$ cat config.mk
export PLATFORM = sky130hd
export DESIGN_NAME = srs_controller
export DESIGN_NICKNAME = d
export VERILOG_FILES = /design/src/hw/rtl/srs_pkg.sv /design/src/hw/rtl/srs_controller.sv
export VERILOG_INCLUDE_DIRS = /design/src /design/src/hw/rtl
export SDC_FILE = /design/constraint.sdc
export NUM_CORES = 1
export LEC_CHECK = 0
export ABC_CLOCK_PERIOD_IN_PS = 2650
export BUFFER_PORTS_ARGS = -buffer_cell sky130_fd_sc_hd__buf_2
export CAP_MARGIN = 20
export CORE_AREA = 2 2 39 41
export CTS_CLUSTER_DIAMETER = 100
export DETAILED_ROUTE_END_ITERATION = 8
export DIE_AREA = 0 0 41 43
export PLACE_DENSITY = 0.47
export SLEW_MARGIN = 40
export SYNTH_ARGS = -nofsm -noshare
export SYNTH_HDL_FRONTEND = slang
export SYNTH_SLANG_ARGS = --single-unit
export TNS_END_PERCENT = 5
$ cat constraint.sdc
create_clock -name clk -period 2.65 [get_ports clk]
set_input_delay 0.53 -clock clk [delete_from_list [all_inputs] [get_ports clk]]
set_output_delay 0.53 -clock clk [all_outputs]
set_load 0.05 [all_outputs]
$ cat src/hw/rtl/sorted_range_search_macros.svh
// Assertion macros shared by the sorted range search RTL.
`ifndef SORTED_RANGE_SEARCH_MACROS_SVH
`define SORTED_RANGE_SEARCH_MACROS_SVH

// Same-cycle implication, disabled while reset is active.
`define SRS_ASSERT_IMPLY(label, clk, rst_n, ante, cons, msg) \
    label: assert property (@(posedge clk) disable iff (!rst_n) (ante) |-> (cons)) \
        else $error(msg);

// Next-cycle implication, disabled while reset is active.
`define SRS_ASSERT_NEXT(label, clk, rst_n, ante, cons, msg) \
    label: assert property (@(posedge clk) disable iff (!rst_n) (ante) |=> (cons)) \
        else $error(msg);

`endif

$ cat src/hw/rtl/srs_pkg.sv
// Types and constants shared by the sorted range search modules.
`default_nettype none

package srs_pkg;

    // Fixed field widths of the request and result ports.
    localparam int FIELD_W = 32;
    localparam int IDX_W   = 8;
    localparam int LEN_W   = 9;

    // Request kinds carried by the mode field.
    localparam logic MODE_LOAD  = 1'b0;
    localparam logic MODE_QUERY = 1'b1;

    // Controller states.
    typedef enum logic [2:0] {
        S_IDLE,
        S_PASS1,
        S_START2,
        S_PASS2,
        S_FINISH
    } state_t;

    // Commands from the controller to the datapath.
    typedef struct packed {
        logic write_en;
        logic load_key;
        logic start;
        logic pass_high;
        logic probe;
        logic load_result;
    } cmd_t;

    // Status from the datapath to the controller.
    typedef struct packed {
        logic more;
        logic hit;
    } status_t;

endpackage

`default_nettype wire

$ cat src/hw/rtl/srs_controller.sv
// Controller: request intake, the two search passes and result hand-off.
`default_nettype none

`include "sorted_range_search_macros.svh"

module srs_controller (
    input  wire logic             clk,
    input  wire logic             rst_n,
    input  wire logic             in_valid,
    output logic                  in_ready,
    input  wire logic             mode,
    output logic                  out_valid,
    input  wire logic             out_ready,
    output srs_pkg::cmd_t         cmd,
    input  wire srs_pkg::status_t status
);

    srs_pkg::state_t state_reg, state_next;
    logic            out_valid_reg, out_valid_next;

    // State and output-valid registers.
    always_ff @(posedge clk or negedge rst_n)
    begin
        if (!rst_n)
        begin
            state_reg     <= srs_pkg::S_IDLE;
            out_valid_reg <= 1'b0;
        end
        else
        begin
            state_reg     <= state_next;
            out_valid_reg <= out_valid_next;
        end
    end

    // Next state and datapath commands.
    always_comb
    begin
        state_next     = state_reg;
        out_valid_next = out_valid_reg;
        cmd            = '0;
        in_ready       = (state_reg == srs_pkg::S_IDLE);
        if (out_valid_reg && out_ready)
        begin
            out_valid_next = 1'b0;
        end
        unique case (state_reg)
            srs_pkg::S_IDLE:
            begin
                if (in_valid)
                begin
                    if (mode == srs_pkg::MODE_QUERY)
                    begin
                        cmd.load_key = 1'b1;
                        cmd.start    = 1'b1;
                        state_next   = status.more ? srs_pkg::S_PASS1 : srs_pkg::S_FINISH;
                    end
                    else
                    begin
                        cmd.write_en = 1'b1;
                    end
                end
            end
            srs_pkg::S_PASS1:
            begin
                cmd.probe = 1'b1;
                if (!status.more)
                begin
                    // An absent key needs no second pass.
                    state_next = status.hit ? srs_pkg::S_START2 : srs_pkg::S_FINISH;
                end
            end
            srs_pkg::S_START2:
            begin
                cmd.start     = 1'b1;
                cmd.pass_high = 1'b1;
                state_next    = status.more ? srs_pkg::S_PASS2 : srs_pkg::S_FINISH;
            end
            srs_pkg::S_PASS2:
            begin
                cmd.probe = 1'b1;
                if (!status.more)
                begin
                    state_next = srs_pkg::S_FINISH;
                end
            end
            srs_pkg::S_FINISH:
            begin
                if (!out_valid_reg || out_ready)
                begin
                    cmd.load_result = 1'b1;
                    out_valid_next  = 1'b1;
                    state_next      = srs_pkg::S_IDLE;
                end
            end
            default:
            begin
                state_next = srs_pkg::S_IDLE;
            end
        endcase
    end

    assign out_valid = out_valid_reg;

    // A loaded result is offered on the next cycle.
    `SRS_ASSERT_NEXT(a_result_shown, clk, rst_n, cmd.load_result, out_valid_reg,
        "loaded result not offered")
    // The second pass only starts after a hit, so its interval is never empty.
    `SRS_ASSERT_IMPLY(a_pass2_nonempty, clk, rst_n, state_reg == srs_pkg::S_START2,
        status.more, "second pass started on an empty interval")
    // The store is never written while a search is probing it.
    `SRS_ASSERT_IMPLY(a_no_write_in_search, clk, rst_n, cmd.probe || cmd.start,
        !cmd.write_en, "store write during a search")

endmodule

`default_nettype wire

; Word level (Yosys, flattened, before mapping)
; Cells that the tools add are included.
[totals]
regBits = 4
[op_classes]
eq_ne = 9
mux = 21
n_reduce_logical = 6
[ops]
columns = cell, n
row1 = $mux W3, 9
row2 = $pmux W3 S5, 1
row3 = $mux W1, 8
row4 = $ne A2 B2 Y1 const B, 4
row5 = $eq A3 B2 Y1 const B, 2
row6 = $reduce_and A5 Y1, 1
row7 = $mux W2, 2
row8 = $eq A3 B1 Y1 const B, 1
row9 = $eq A3 B3 Y1 const B, 1
row10 = $logic_not A3 Y1, 1
row11 = $ne A2 B1 Y1 const B, 1
row12 = $pmux W1 S2, 1
row13 = $reduce_or A2 Y1, 1
row14 = $logic_and A1 B1 Y1, 1
row15 = $logic_not A1 Y1, 1
row16 = $logic_or A1 B1 Y1, 1

; Longest topological paths before layout
[logic_depth]
word_depth = 4
depth_mapped = 3
mapped_depth_nobuf = 3

; Worst setup path after synthesis
; No wires, ideal clock.
[synth_timing]
kind = register -> output
startpoint = reg state_reg[1]
endpoint = out cmd[3] in the netlist's numbering
arrival_time_ns = 2.083
path_slack_ns = 0.037
path_stages_with_launch = 4
path_buffers = 0
cell_sequence = dfrtp_1 inv_1 nor3_1 or2_1
[synth_lines]
columns = item, line
row1 = start: declaration, srs_controller.sv:18  ; srs_pkg::state_t state_reg, state_next;
row2 = start signal: assignment, srs_controller.sv:26  ; state_reg <= srs_pkg::S_IDLE;
row3 = start signal: assignment, srs_controller.sv:31  ; state_reg <= state_next;
row4 = end: declaration, srs_controller.sv:14  ; output srs_pkg::cmd_t cmd,

==> metrics.md <==
| Metric | Value |
|---|---|
| Outcome | finished, final reports clean |
| Period utilisation layout | 0.750 |
| Synth-to-layout area growth | 47.6% |
| MaxCap Viol Count | 0 |
| Worst vdd ir | slightly above 0.2 mV |
| Starting Density | 0.171 |
| Routability congestion estimate | slightly above 0.6 |
| Register area share after synthesis | 0.423 |
| I/O pin total | 15 |
| Final Skew | 0.718 ps |
| Vias | 238 |
| Global Route Usage Sum | 0.0696 |
| WL/cell | between 8 and 9 um |
| Setup TNS | 0 ps |
| Worst-Skew Late Latency | 230 ps |
| Reg2reg start | state_reg[0] |
| Synth top area share | 0.423 |
| Hold_ws | 94.1 ps |
| Relative slew slack | 0.833 |
| Layout Nets | 52 |
| Final setup vio count | 0 |
| Residual DRC | 0 |
| Syn_nets | 33 |
| Async S/R FF share, synth | 1.00 |
| Synth Cell Area | around 240 um2 |
| Number of H-tree levels | 1 |
| EDFF count, synth | 0 |
| Top layer in use | met4 |
| FF-to-FF path depth | 2 |
| Initial antenna violation count | 0 |
| Clock transition at the registers of the reported paths | 40 ps |
| R2R Setup Slk | roughly 1600 ps |
| Leading area contributor after synthesis | dfrtp_1 |
| Clock Tree Root | clkbuf_4 |
| Power Total | 0.260 mW |
| Post-CTS Setup Inserts | 0 |
| Detailed-routing wirelength on met1 | between 200 and 250 um |
| Antenna violation net count after detailed routing | 0 |
| Critical-path cell list | nor3_2 -> and3_4 -> or2_1 -> buf_2 |
| Hold-fix buffers, CTS | 0 |
| PortBufs | 14 |
| Num CTS Buffers | 3 |
| Area contributors post-synth | dfrtp_1 42%, nand2b_1 7.9%, nand2_1 6.3% |
| Slowest cell on the critical path | dfrtp_1 |
| DR WL met3 | 68 um |
| #FFs+latches synth | 4 |
| Max stage delay on crit path | 440 ps |
| CORE AREA | 1380 um2 |
| Clk buf depth | 2 |
| Tightest Pin Transition | 252 ps |
| Die area | 1760 um2 |
| Die Y-Extent | 43 um |
| Post-synth top cells | 4 x dfrtp_1, 4 x nand2_1, 3 x nand2b_1 |
| Hold Vio Cnt, Final | 0 |
| Pwr Density | 745 nW/um2 |
| Fraction of layout cells with a size suffix above 1 | 0.488 |
| CTS resizes | 0 |
| Die width | around 40 um |
| FMAX | 503 MHz |
| Hpwl dp | 416 um |
| CTS tree | done |
| CP max FO | 8 |
| Largest net degree at the start of global routing | 9 |
| Rows | 14 |
| Via density | 4.03 |
| Synthesized area per cell | 9.10 um2 |
| Max-slew violations | 0 |
| DRT iter0 DRCs | 4 |
| DRT Pass-1 Iters | 2 |
| Met2 Routed Length | 220 um |
| RSZ-0062 raised after global routing | false |
| Worst Setup End Kind | primary output |
| Vias in the first global route | 203 |
| Crit path kind | reg2out |
| Reg2reg end | state_reg[2] |
| YS warnings | 0 |
| TritonCTS Sinks | 4 |
| Gr ovfl total | 0 |
| Data required, critical path | 2120 ps |
| First-pass GRT wire length | between 700 and 800 um |
| Final min period | between 1500 and 2000 ps |
| Top FF cell, synth | dfrtp_1 |
| CP arrival | 1460 ps |
| CP Launch Type | flop |
| Min-delay worst type | in2async |
| Ant. Diodes | 0 |
| Leakage | between 0.15 and 0.2 nW |
| Synth Instances | 26 |
| Drt total wl | approximately 500 um |
| Max reg flops | 3 |
| Library cells used by synthesis | 16 |
-- worst max-delay path by stage --
| stage | startpoint | to | slack [ps] | cells after the start |
|---|---|---|---|---|
| after floorplan | state_reg[1] | cmd[3] | 40 | 3 |
| after global placement | state_reg[2] | cmd[3] | 920 | 4 |
| after detailed placement | state_reg[2] | cmd[3] | 890 | 4 |
| after CTS | state_reg[2] | cmd[3] | 640 | 4 |
| after global routing | state_reg[2] | cmd[3] | 540 | 4 |
| final | state_reg[2] | cmd[3] | 660 | 4 |
-- cells in the final DEF, fill, tap and decap left out, types with 2 or more instances in the layout --
cell type	n
a21oi_1	2
buf_2	14
clkbuf_4	3
dfrtp_1	4
nand2_1	4
nand2b_1	3
nor2_1	2
-- power breakdown --
| part | internal [mW] | total [mW] | leakage (nW) | switching (mW) |
|---|---|---|---|---|
| sequential | 0.0691 | 0.0783 | 0.0534 | 0.00927 |
| combinational | 0.0303 | 0.109 | 0.124 | 0.0786 |
| clock | 0.0505 | 0.0728 | 0.0138 | 0.0224 |
-- layer usage --
layer,track usage,up-vias
met5,0,-
met4,0.100,0
met3,0.0314,2
met2,0.0906,11
met1,0.0619,95
li1,-,130
-- logic make-up (layout without fill, tap and decap cells) --
family | after synthesis | in the layout | synth area share
DFF | 4 | 4 | 0.423
buffers and inverters | 1 | 18 | 0.0159
and+or+nand+nor | 17 | 17 | 0.439
AOI/OAI and AO/OA | 4 | 4 | 0.122
-- cell type report --
class,instances,area (um2)
Fill cell,162,1030
Multi-Input combinational cell,21,133
Sequential cell,4,100
Timing Repair Buffer,14,70.1
Clock buffer,3,22.5
Tap cell,16,20.0
Inverter,1,3.75
-- critical path: cells and delay by family (launching register included) --
family / cells / cell delay (ps)
and+or+nand+nor: 3 / 530
buffers and inverters: 1 / 250
DFF: 1 / 440
-- metrics by stage --
| step | area, um2 | cells | util | worst slack (ps) |
|---|---|---|---|---|
| detailed placement | 327 | 56 | 0.236 | 894 |
| global placement | 327 | 56 | 0.236 | 922 |
| finish | 349 | 59 | 0.252 | 662 |
| floorplan | 236 | 26 | - | 37.4 |
| global route | 349 | 59 | 0.252 | 540 |
| CTS | 349 | 59 | 0.252 | 642 |
Note: power is estimated with default switching activity, not from simulation.
